===== src/rtl/core/lmcs_pkg.sv =====
// ----------------------------------------------------------------------------
// lmcs_pkg
// Shared types and constants of the logistic map convergence scan unit.
// ----------------------------------------------------------------------------
package lmcs_pkg;

  // Multiplier digit, rate and field widths
  localparam int unsigned DIGIT_BITS     = 32;
  localparam int unsigned RATE_BITS      = 32;
  localparam int unsigned RATE_FRAC      = 29;
  localparam int unsigned INDEX_BITS     = 16;
  localparam int unsigned STEPS_BITS     = 16;
  localparam int unsigned LIMIT_BITS     = 20;
  localparam int unsigned TOL_BITS       = 32;
  localparam int unsigned FINAL_BITS     = 32;
  localparam int unsigned PROD_BITS      = INDEX_BITS + RATE_BITS;
  localparam int unsigned CFG_DATA_BITS  = 32;
  localparam int unsigned CFG_INDEX_BITS = 3;

  localparam logic [RATE_BITS-1:0] RATE_MAX = 32'h8000_0000;

  // Configuration register indexes
  localparam logic [CFG_INDEX_BITS-1:0] CFG_SWEEP_LOW  = 3'd0;
  localparam logic [CFG_INDEX_BITS-1:0] CFG_SWEEP_HIGH = 3'd1;
  localparam logic [CFG_INDEX_BITS-1:0] CFG_SWEEP_STEPS = 3'd2;
  localparam logic [CFG_INDEX_BITS-1:0] CFG_ITER_LIMIT = 3'd3;
  localparam logic [CFG_INDEX_BITS-1:0] CFG_TOLERANCE  = 3'd4;

  // Configuration reset values
  localparam logic [RATE_BITS-1:0]  RST_SWEEP_LOW   = 32'd1503238554;
  localparam logic [RATE_BITS-1:0]  RST_SWEEP_HIGH  = 32'h8000_0000;
  localparam logic [STEPS_BITS-1:0] RST_SWEEP_STEPS = 16'd100;
  localparam logic [LIMIT_BITS-1:0] RST_ITER_LIMIT  = 20'd1000;
  localparam logic [TOL_BITS-1:0]   RST_TOLERANCE   = 32'd43;

  // Controller states
  typedef enum logic [3:0] {
    S_IDLE,
    S_DIV_START,
    S_DIV_WAIT,
    S_RATE,
    S_TEST,
    S_SQUARE,
    S_SCALE,
    S_DONE
  } ctrl_state_e;

  // Controller to datapath commands
  typedef struct packed {
    logic load_in;      // item accepted: form idx * |high - low|
    logic div_start;    // start rate division
    logic rate_load;    // latch rate, set up first attempt
    logic step_start;   // begin a map step: last <= x, count up, square x
    logic scale_start;  // second product r * p
    logic x_update;     // store saturated new x
    logic restart;      // begin second attempt from the mean
    logic out_load;     // load result registers
  } lmcs_cmd_t;

  // Datapath to controller status
  typedef struct packed {
    logic div_done;
    logic mul_done;
    logic below_tol;
    logic at_limit;
    logic tried;
  } lmcs_status_t;

endpackage


===== src/rtl/core/lmcs_ctrl.sv =====
// ----------------------------------------------------------------------------
// lmcs_ctrl
// Controller: input and output handshakes, sequencing of rate division,
// map steps and the two convergence attempts.
// ----------------------------------------------------------------------------
module lmcs_ctrl (
  input  logic                   clk_i,
  input  logic                   rst_ni,
  input  logic                   in_valid_i,
  output logic                   in_ready_o,
  output logic                   out_valid_o,
  input  logic                   out_ready_i,
  input  lmcs_pkg::lmcs_status_t status_i,
  output lmcs_pkg::lmcs_cmd_t    cmd_o
);
  import lmcs_pkg::*;

  ctrl_state_e state_q, state_d;
  logic        out_valid_q, out_valid_d;

  // State and output valid registers
  always_ff @(posedge clk_i or negedge rst_ni) begin
    if (!rst_ni) begin
      state_q     <= S_IDLE;
      out_valid_q <= 1'b0;
    end else begin
      state_q     <= state_d;
      out_valid_q <= out_valid_d;
    end
  end

  // Next state and commands
  always_comb begin
    state_d    = state_q;
    cmd_o      = '0;
    in_ready_o = 1'b0;
    case (state_q)
      S_IDLE: begin
        in_ready_o = 1'b1;
        if (in_valid_i) begin
          cmd_o.load_in = 1'b1;
          state_d       = S_DIV_START;
        end
      end
      S_DIV_START: begin
        cmd_o.div_start = 1'b1;
        state_d         = S_DIV_WAIT;
      end
      S_DIV_WAIT: begin
        if (status_i.div_done) begin
          state_d = S_RATE;
        end
      end
      S_RATE: begin
        cmd_o.rate_load = 1'b1;
        state_d         = S_TEST;
      end
      S_TEST: begin
        // loop runs while below limit and not yet within tolerance
        if (!status_i.at_limit && !status_i.below_tol) begin
          cmd_o.step_start = 1'b1;
          state_d          = S_SQUARE;
        end else if (status_i.at_limit && !status_i.tried) begin
          cmd_o.restart = 1'b1;
        end else begin
          state_d = S_DONE;
        end
      end
      S_SQUARE: begin
        if (status_i.mul_done) begin
          cmd_o.scale_start = 1'b1;
          state_d           = S_SCALE;
        end
      end
      S_SCALE: begin
        if (status_i.mul_done) begin
          cmd_o.x_update = 1'b1;
          state_d        = S_TEST;
        end
      end
      S_DONE: begin
        if (!out_valid_q || out_ready_i) begin
          cmd_o.out_load = 1'b1;
          state_d        = S_IDLE;
        end
      end
      default: state_d = S_IDLE;
    endcase
  end

  // Output valid: set on load, cleared when the item is taken
  always_comb begin
    if (cmd_o.out_load) begin
      out_valid_d = 1'b1;
    end else if (out_ready_i) begin
      out_valid_d = 1'b0;
    end else begin
      out_valid_d = out_valid_q;
    end
  end

  assign out_valid_o = out_valid_q;

endmodule

===== config.mk =====
export PLATFORM = sky130hd
export DESIGN_NAME = lmcs_ctrl
export DESIGN_NICKNAME = d
export VERILOG_FILES = /design/src/rtl/core/lmcs_pkg.sv /design/src/rtl/core/lmcs_ctrl.sv
export SDC_FILE = /design/constraint.sdc
export NUM_CORES = 1
export LEC_CHECK = 0
export ABC_AREA = 1
export BUFFER_PORTS_ARGS = -buffer_cell sky130_fd_sc_hd__buf_2
export CORE_AREA = 2 2 39 41
export CTS_BUF_LIST = sky130_fd_sc_hd__clkbuf_16
export CTS_CLUSTER_SIZE = 12
export DETAILED_ROUTE_END_ITERATION = 10
export DIE_AREA = 0 0 41 43
export GPL_ROUTABILITY_DRIVEN = 0
export PLACE_DENSITY = 0.6
export SYNTH_ARGS = -nofsm -noshare
export SYNTH_HDL_FRONTEND = slang
export SYNTH_SLANG_ARGS = --single-unit
export TNS_END_PERCENT = 5

===== constraint.sdc =====
create_clock -name clk_i -period 3.15 [get_ports clk_i]
set_clock_uncertainty 0.2 [all_clocks]
set_input_delay 0.63 -clock clk_i [delete_from_list [all_inputs] [get_ports clk_i]]
set_output_delay 0.63 -clock clk_i [all_outputs]
set_load 0.01 [all_outputs]

==> metrics.md, run 1 <==
| Metric | Value |
|---|---|
| Area delta synth->final | 39.2% |
| DRC | 0 |
| Finished Core Util | 40.8% |
| Post-route ant nets | 0 |
| Post-layout power | 0.575 mW |
| CP max FO | 9 |
| Worst Setup Path Type | flip-flop to output pin |
| Final hold slack | 0.00728 ns |
| Worst Setup SP | state_q[0]$_DFFE_PN0P_ |
| Leading area contributor after synthesis | dfrtp_1 |
| TritonCTS clock tree | built |
| Max_cap viols | 0 |
| Final nets | 98 |
| First-pass GRT wire length | 1300 um |
| Critical R2R Launch | state_q[2]$_DFFE_PN0P_ |
| Gate Count Post-Synth | 69 |
| Port bufs | 18 |
| Num Clock Sinks | 4 |
| Hold Buf Count CTS | 0 |
| Post-CTS Setup Inserts | 0 |
| Fin worst setup slack | 1.01 ns |
| Leak pwr | 0.368 nW |
| Post-Synthesis Cell Area | 405 um^2 |
| Clk root buf | clkbuf_16 |
| RSZ-0062 raised after global routing | false |
| Detailed placer's ending HPWL | 694 um |
| I/O Pins | 19 |
| Seq. cell area | 100 um^2 |
| Minimum clock period | 2.14 ns |
| Initial Util | 29.3% |
| Final Non-Filler Cells | 103 |
| Die W | 41 um |
| Final setup viols | 0 |
| Max-slew headroom | 75.4% |
| Post-Place Cell Area | 489 um^2 |
| Layout cell share with drive strength beyond 1 | 35.6% |
| Ys Warns | 0 |
| Final Hold Viols | 0 |
| Core ar. | 1380 um^2 |
| Cts repair resizes | 0 |
| Startpoint types | flip-flop |
| Commonest non-fill, non-tap cells in the layout | nand2_1 (18), buf_2 (18), inv_1 (12) |
| Vias in the first global route | 358 |
| Worst VDD drop | 604 uV |
| Clk buf depth | 2 |
| Row Count | 14 |
| FILL cells | 159 |
| Internal reg-to-reg setup slack | 1.64 ns |
| Multi-input gate area | 230 um^2 |
| Htree depth | 1 |
| Worst-margin pin slew | 0.369 ns |
| Post-synthesis sequential area ratio | 24.7% |
| Finished Cell Area | 564 um^2 |
| TritonCTS Buffers | 3 |
| Final period utilization | 67.8% |
| Setup TNS | 0 ns |
| Worst min-delay path class | input pin to async pin |
| Clk pin slew, worst setup/hold paths | 0.03 ns |
| Pre-CTS WS | 1.04 ns |
| Worst EP arrival | 1.31 ns |
| Routed len/inst | 9.01 um |
| Synth Register Bits | 4 |
| Gr usage total | 10.6% |
| Drt first pass iters | 4 |
| Synth top area share | 24.7% |
| Die Y | 43 um |
| Worst endpoint required time | 2.32 ns |
| Max Fclk | 468 MHz |
| Worst setup EP type | output pin |
| Final Max Slew Viols | 0 |
| Largest net degree at the start of global routing | 12 |
| Run status | finished, final reports clean |
| Pwr Density | 1020 nW/um^2 |
| Synth top area cells | dfrtp_1 (25%), nand2_1 (17%), nand3_1 (14%), inv_1 (11%), nor2_1 (9.3%) |
| Ant. Diodes | 0 |
| Syn_nets | 78 |
| Via count | 447 |
| Routed wire length | 928 um |
| Vias per inst | 4.34 |
| Placed cells | 100 |
| Initial antenna violation count | 0 |
| Avg Inst Size Synth | 5.88 um^2 |
| Die area | 1760 um^2 |
| Distinct cells, synth | 14 |
| Worst-Skew Late Latency | 0.22 ns |
| Total gr overflow | 0 |
| DR iter-0 viols | 8 |
## area by class of cell
type | instances | share of cell area [%]
Inverter | 13 | 8.65
Sequential cell | 4 | 17.7
Tap cell | 16 | 3.55
Timing Repair Buffer | 18 | 16.0
Multi-Input combinational cell | 49 | 40.8
Clock buffer | 3 | 13.3
## per-layer routing
layer	track usage (%)	vias to the layer above	share of wire [%]
met1	14.3	186	47
met3	6.81	0	8.3
met5	0	-	0
li1	-	242	-
met4	1.33	0	0
met2	14.4	19	45
## synthesized netlist by cell type
cell type / number
or2_2: 1
nand3_1: 11
nand2_1: 18
dfrtp_1: 4
nor2_2: 4
inv_1: 12
buf_4: 2
nor2_1: 10
nand2_2: 2
buf_6: 1
inv_2: 1
nand3_2: 1
nor2_4: 1
a21oi_1: 1
## sequential cells by signal, indices dropped and copies added (netlist names)
| name | count |
|---|---|
| state_q | 3 |
| out_valid_o | 1 |
## cell families (layout without fill, tap and decap cells)
group | count (synthesis) | after routing | share of synthesized area, %
DFF | 4 | 4 | 24.7
buffers and inverters | 16 | 34 | 18.5
AOI/OAI and AO/OA | 1 | 1 | 1.23
and+or+nand+nor | 48 | 48 | 55.6
## worst max-delay path: stages (launching register included)
cell,delay [ns]
dfrtp_1,0.48
nor2_2,0.23
nand2_2,0.11
nor2_1,0.12
buf_2,0.14
## power breakdown
| part | switching [mW] | internal [mW] |
|---|---|---|
| Combinational | 0.151 | 0.0988 |
| Sequential | 0.0554 | 0.0770 |
| Clock | 0.0310 | 0.162 |
| Total | 0.238 | 0.338 |
## worst paths after layout
path | to | depth (start not counted)
min | state_q[0]$_DFFE_PN0P_ | 1
max | cmd_o[4] | 4
max in group asynchronous | state_q[2]$_DFFE_PN0P_ | 1
max reg2reg | state_q[0]$_DFFE_PN0P_ | 6
min reg2reg | out_valid_o$_DFFE_PN0P_ | 2
min in group clk_i | out_valid_o$_DFFE_PN0P_ | 2
Power figures use the tool's default switching activity.
==> run 2: changes to the inputs <==
--- a/config.mk
+++ b/config.mk
@@ -13,7 +13,7 @@
 export DETAILED_ROUTE_END_ITERATION = 10
 export DIE_AREA = 0 0 41 43
 export GPL_ROUTABILITY_DRIVEN = 0
-export PLACE_DENSITY = 0.6
+export PLACE_DENSITY = 0.62
 export SYNTH_ARGS = -nofsm -noshare
 export SYNTH_HDL_FRONTEND = slang
 export SYNTH_SLANG_ARGS = --single-unit
==> constraint.sdc (replaced) <==
create_clock -name clk_i -period 1.9 [get_ports clk_i]
set_clock_uncertainty 0.2 [all_clocks]
set_input_delay 0.38 -clock clk_i [delete_from_list [all_inputs] [get_ports clk_i]]
set_output_delay 0.38 -clock clk_i [all_outputs]
set_load 0.01 [all_outputs]
==> metrics.md, run 2 (synthesized netlist as in run 1, its figures left out) <==
| Metric | Value |
|---|---|
| Htree depth | 1 (unchanged) |
| Die Y | 43 um (unchanged) |
| Num Clock Sinks | 4 (unchanged) |
| Pre-CTS WS | 0.307 ns (-0.732 ns) |
| Leak pwr | 0.377 nW (+2.5%) |
| Largest reg by FF count | state_q |
| Post-route ant nets | 0 (unchanged) |
| Run status | finished, final reports clean |
| Setup TNS | 0 ns (unchanged) |
| Worst setup EP type | output pin |
| Minimum clock period | 1.83 ns |
| Critical R2R Launch | state_q[2]$_DFFE_PN0P_ |
| Final Hold Viols | 0 (unchanged) |
| RSZ-0062 raised after global routing | false |
| TritonCTS clock tree | built |
| Clk buf depth | 2 (unchanged) |
| Final Non-Filler Cells | 105 (+1.9%) |
| Pwr Density | 1660 nW/um^2 (+63%) |
| Final setup viols | 0 (unchanged) |
| Via count | 444 (-0.67%) |
| TritonCTS Buffers | 3 (unchanged) |
| Commonest non-fill, non-tap cells in the layout | nand2_1 (18), buf_2 (18), inv_1 (12) |
| Vias in the first global route | 400 (+12%) |
| I/O Pins | 19 (unchanged) |
| Routed len/inst | 8.06 um (-11%) |
| Max Fclk | 548 MHz |
| Routed wire length | 846 um (-8.8%) |
| Initial Util | 29.3% (unchanged) |
| Worst Setup Path Type | flip-flop to output pin |
| Core ar. | 1380 um^2 (unchanged) |
| Worst min-delay path class | input pin to flip-flop |
| Detailed placer's ending HPWL | 689 um (-0.69%) |
| Fin worst setup slack | 0.0745 ns (-0.940 ns) |
| Area delta synth->final | 43.5% |
| Max_cap viols | 0 (unchanged) |
| Layout cell share with drive strength beyond 1 | 36.0% (+0.32 points) |
| Max reg flops | 3 (unchanged) |
| Worst VDD drop | 755 uV (+25%) |
| Port bufs | 18 (unchanged) |
| DRC | 0 (unchanged) |
| Drt first pass iters | 4 (unchanged) |
| FILL cells | 156 (-1.9%) |
| Die area | 1760 um^2 (unchanged) |
| Final period utilization | 96.1% |
| Row Count | 14 (unchanged) |
| Die W | 41 um (unchanged) |
| Startpoint types | flip-flop |
| Multi-input gate area | 230 um^2 (unchanged) |
| Largest net degree at the start of global routing | 12 (unchanged) |
| Gr usage total | 11.9% (+1.3 points) |
| Clk pin slew, worst setup/hold paths | 0.03 ns (about the same) |
| Max-slew headroom | 77.1% (+1.7 points) |
| Final Max Slew Viols | 0 (unchanged) |
| Worst-margin pin slew | 0.343 ns (-0.0257 ns) |
| Initial antenna violation count | 0 (unchanged) |
| CP max FO | 11 (+2) |
| Finished Cell Area | 582 um^2 (+3.1%) |
| Placed cells | 101 (+1.0%) |
| First-pass GRT wire length | 1500 um (+15%) |
| Clk root buf | clkbuf_16 |
| Vias per inst | 4.23 (-2.6%) |
| Hold Path Origin | out_ready_i |
| Post-layout power | 0.965 mW (+68%) |
| Final nets | 100 (+2.0%) |
| Total gr overflow | 0 (unchanged) |
| Worst endpoint required time | 1.32 ns (-1.00 ns) |
| Seq. cell area | 100 um^2 (unchanged) |
| Worst Setup SP | state_q[2]$_DFFE_PN0P_ |
| Post-Place Cell Area | 497 um^2 (+1.5%) |
| Worst EP arrival | 1.25 ns (-0.06 ns) |
| Worst-Skew Late Latency | 0.22 ns (about the same) |
| Ant. Diodes | 0 (unchanged) |
| Internal reg-to-reg setup slack | 0.44 ns (-1.20 ns) |
| DR iter-0 viols | 7 (-1) |
==> run 2: changes by cell type in the layout (fill, tap and decap cells not counted), sizes merged <==
cell,before,now
dlygate4sd3,0,1
buf,18,19
==> run 2: worst paths after layout <==
path / end / cells after the start
max: cmd_o[0] / 3
min: out_valid_o$_DFFE_PN0P_ / 4
max reg2reg: state_q[0]$_DFFE_PN0P_ / 6
min reg2reg: out_valid_o$_DFFE_PN0P_ / 2
max in group asynchronous: out_valid_o$_DFFE_PN0P_ / 2
min in group asynchronous: state_q[0]$_DFFE_PN0P_ / 2
==> run 2: timing repair <==
item | CTS | global route
hold buffers | 1 | 0
resized for setup | 0 | 0
hold endpoints to repair | 4 | 0
buffers inserted | 0 | 0
==> run 2: area by class of cell <==
cell class              count  share of cell area, %
flip-flops and latches      4                   17.2
multi-input cells          49                   39.6
repair buffers             20                   18.5
inverters                  13                   8.39
well taps                  16                   3.44
clock buffers               3                   12.9
==> run 2: metrics by stage <==
stage	hold slack, ns	util [%]
after detailed placement	-0.0114	35.9
after global routing	0.300	42.0
after floorplan	-0.116	-
after global placement	-0.0120	35.9
after CTS	0.270	42.0
final	0.270	42.0
==> run 2: critical path, stage by stage (launching register included) <==
cell     delay, ns
dfrtp_1       0.53
nand3_1       0.22
nor2_1        0.14
buf_2         0.13
==> run 2: report_power, final <==
part / internal (mW) / switching, mW
Clock: 0.268 / 0.0539
Sequential: 0.128 / 0.0733
Combinational: 0.178 / 0.263
==> run 2: metal layers <==
| metal | up-vias | track usage (%) | part of all wire (%) |
|---|---|---|---|
| li1 | 249 | - | - |
| met1 | 181 | 17.9 | 52 |
| met2 | 14 | 15.9 | 42 |
| met3 | 0 | 3.14 | 6.1 |
| met4 | 0 | 4.00 | 0 |
| met5 | - | 0 | 0 |
==> run 3: changes to the inputs <==
--- a/config.mk
+++ b/config.mk
@@ -5,7 +5,6 @@
 export SDC_FILE = /design/constraint.sdc
 export NUM_CORES = 1
 export LEC_CHECK = 0
-export ABC_AREA = 1
 export BUFFER_PORTS_ARGS = -buffer_cell sky130_fd_sc_hd__buf_2
 export CORE_AREA = 2 2 39 41
 export CTS_BUF_LIST = sky130_fd_sc_hd__clkbuf_16
@@ -13,7 +12,8 @@
 export DETAILED_ROUTE_END_ITERATION = 10
 export DIE_AREA = 0 0 41 43
 export GPL_ROUTABILITY_DRIVEN = 0
-export PLACE_DENSITY = 0.62
+export PLACE_DENSITY = 0.58
+export SETUP_SLACK_MARGIN = 0.15
 export SYNTH_ARGS = -nofsm -noshare
 export SYNTH_HDL_FRONTEND = slang
 export SYNTH_SLANG_ARGS = --single-unit
==> metrics.md, run 3 <==
| Metric | Value |
|---|---|
| Top routing layer in use | met4 |
| Area delta synth->final | 98.9% |
| I/O Pins | 19 (unchanged) |
| CP max FO | 2 (-9) |
| Row Count | 14 (unchanged) |
| Largest reg by FF count | state_q |
| Ant. Diodes | 0 (unchanged) |
| Drt first pass iters | 4 (unchanged) |
| Gr usage total | 14.7% (+2.8 points) |
| DR iter-0 viols | 3 (-4) |
| Synth top area share | 28.8% (+4.1 points) |
| Initial antenna violation count | 0 (unchanged) |
| Ys Warns | 0 (unchanged) |
| Distinct cells, synth | 22 (+8) |
| Routed wire length | 972 um (+15%) |
| RSZ-0062 raised after global routing | true |
| Leading area contributor after synthesis | dfrtp_1 |
| TritonCTS Buffers | 3 (unchanged) |
| Post-synthesis adder-cell area fraction | 0% (unchanged) |
| Mux cell area share after synthesis | 4.32% (+4.3 points) |
| Worst Setup Path Type | flip-flop to output pin |
| Max-slew headroom | 78.9% (+1.7 points) |
| Final nets | 78 (-22%) |
| Final hold slack | 0.285 ns (+0.0150 ns) |
| Layout cell share with drive strength beyond 1 | 62.7% (+27 points) |
| Synth Register Bits | 4 (unchanged) |
| Routed len/inst | 11.7 um (+45%) |
| Largest net degree at the start of global routing | 12 (unchanged) |
| Syn_nets | 52 (-33%) |
| Clk buf depth | 2 (unchanged) |
| Minimum clock period | 1.94 ns (+0.110 ns) |
| Synth Area in Compound Gates | 16.2% (+15 points) |
| Run status | complete, but fails checks |
| Vias per inst | 4.72 (+12%) |
| Gate Count Post-Synth | 43 (-38%) |
| Critical R2R Launch | state_q[0]$_DFFE_PN0P_ |
| Worst-Skew Late Latency | 0.22 ns (about the same) |
| Worst-margin pin slew | 0.316 ns (-0.0266 ns) |
| Via count | 392 (-12%) |
| Post-Synthesis Cell Area | 348 um^2 (-14%) |
| Total gr overflow | 0 (unchanged) |
| Commonest non-fill, non-tap cells in the layout | buf_2 (17), nor2_1 (5), dfrtp_1 (4) |
| Synth Area in XOR/XNOR | 2.52% (+2.5 points) |
| Max Fclk | 517 MHz (-5.7%) |
| Clk pin slew, worst setup/hold paths | 0.03 ns (about the same) |
| Post-synth EDFFs | 0 (unchanged) |
| Largest family of logic cells by synthesized area | simple AND/OR/NAND/NOR gates |
| Port bufs | 18 (unchanged) |
| Synth Area in Simple Gates | 39.6% (-16 points) |
| Clk root buf | clkbuf_16 |
| Detail Route met3 WL | 46 um (-12%) |
| Startpoint types | flip-flop |
| Post-synthesis sequential area ratio | 28.8% (+4.1 points) |
| TritonCTS clock tree | built |
| Worst endpoint required time | 1.32 ns (about the same) |
| FILL cells | 131 (-16%) |
| Num Clock Sinks | 4 (unchanged) |
| Post-layout power | 1.30 mW (+34%) |
| Core ar. | 1380 um^2 (unchanged) |
| Synth top area cells | dfrtp_1 (29%), nor2_1 (6.5%), nor3b_4 (5.4%), o32ai_1 (5.0%), a21oi_1 (4.3%) |
| Initial Util | 25.1% (-4.2 points) |
| Vias in the first global route | 380 (-5.0%) |
| DRC | 0 (unchanged) |
| Die W | 41 um (unchanged) |
| Final setup viols | 1 (+1) |
| Final Hold Viols | 0 (unchanged) |
| Pwr Density | 1870 nW/um^2 (+13%) |
| Die Y | 43 um (unchanged) |
| Worst EP arrival | 1.36 ns (+0.11 ns) |
| Htree depth | 1 (unchanged) |
| First-pass GRT wire length | 1680 um (+12%) |
| Top FF cell, synth | dfrtp_1 |
| Most numerous cell in the Yosys netlist | nor2_1 |
| Post-route ant nets | 0 (unchanged) |
| Leak pwr | 0.320 nW (-15%) |
| DR WL met2 | 514 um (+44%) |
| Worst min-delay path class | input pin to async pin |
| Failing checks | setup timing |
| Avg Inst Size Synth | 8.09 um^2 (+38%) |
| Final period utilization | 102% (+5.8 points) |
| Final Max Slew Viols | 0 (unchanged) |
| Die area | 1760 um^2 (unchanged) |
| Max_cap viols | 0 (unchanged) |
| Detailed placer's ending HPWL | 616 um (-11%) |
| Worst VDD drop | 940 uV (+25%) |
| Post-Place Cell Area | 465 um^2 (-6.3%) |
| Top post-synthesis cells by count | nor2_1 (6), dfrtp_1 (4), nand2_1 (4) |
| Asr flop ratio synth | 100% (unchanged) |
| Commonest non-fill, non-tap cell in the layout | buf_2 |
| Fin worst setup slack | -0.0352 ns (-0.110 ns) |
| Worst setup EP type | output pin |
| Wl on met1 | 368 um (-16%) |
| Max reg flops | 3 (unchanged) |
| Worst Setup SP | state_q[0]$_DFFE_PN0P_ |
| Finished Cell Area | 692 um^2 (+19%) |
## run 3: cell types whose count changed in the layout (fill, tap and decap cells not counted), moves of 2 or more
cell / before / now
nor2b_1: 0 / 2
buf_4: 1 / 3
buf_6: 0 / 3
nor2_1: 10 / 5
inv_1: 12 / 1
a21oi_1: 1 / 3
nor2_2: 4 / 0
nor3_2: 0 / 2
nand2_1: 18 / 2
nor3_4: 0 / 2
nand3_1: 11 / 0
## run 3: worst max-delay path: stages (launching register included)
cell and delay (ns):
dfrtp_1 0.36, or3b_4 0.42, nor3b_4 0.19, buf_2 0.16
## run 3: cell type report
class / count / area [um^2] / share of cell area [%]
inverters: 2 / 7.51 / 1.08
flip-flops and latches: 4 / 100 / 14.5
multi-input cells: 33 / 318 / 45.9
clock buffers: 3 / 75.1 / 10.8
repair buffers: 25 / 171 / 24.8
well taps: 16 / 20.0 / 2.89
## run 3: report_power, final
part           switching (mW)  internal, mW  leakage [nW]  total (mW)
registers              0.0234         0.128        0.0479       0.152
clock network          0.0575         0.269        0.0370       0.326
logic                   0.409         0.409         0.235       0.819
## run 3: repair_timing
| item | 4_1_cts | 5_1_grt |
|---|---|---|
| setup buffers | 2 | 0 |
| resized for setup | 15 | 9 |
| endpoints found under the hold margin | 4 | 0 |
| endpoints found under the setup margin | 4 | 10 |
| pin swaps | 5 | 4 |
| hold buffers | 1 | 0 |
## run 3: layer usage
layer,global-route usage (%),vias to the layer above
met5,0,-
met4,14.0,0
met3,1.57,4
met2,20.6,14
met1,18.3,173
li1,-,201
## run 3: metrics by stage
stage | setup TNS [ns] | util [%] | setup slack [ns] | std cells
2_1_floorplan | 0 | - | 0.126 | 43
3_3_place_gp | 0 | 33.6 | 0.0999 | 77
3_5_place_dp | 0 | 33.6 | 0.104 | 77
4_1_cts | -0.0265 | 47.0 | -0.0265 | 83
5_1_grt | -0.0787 | 50.0 | -0.0775 | 83
6_report | -0.0352 | 50.0 | -0.0352 | 83
## run 3: worst paths after layout
| check | to | depth (start not counted) | slack [ns] |
|---|---|---|---|
| hold / removal | state_q[0]$_DFFE_PN0P_ | 2 | 0.28 |
| setup / recovery | cmd_o[1] | 3 | -0.04 |
| setup reg to reg | state_q[1]$_DFFE_PN0P_ | 5 | 0.13 |
| min in group clk_i | state_q[2]$_DFFE_PN0P_ | 4 | 0.33 |
| max in group asynchronous | state_q[2]$_DFFE_PN0P_ | 2 | 1.10 |
| hold reg to reg | out_valid_o$_DFFE_PN0P_ | 2 | 0.41 |
## run 3: kinds of logic after synthesis
group,count (synthesis)
AND/OR/NAND/NOR,23
AO/OA/AOI/OAI,8
buffers and inverters,6
flip-flops,4
XOR/XNOR,1
multiplexers,1
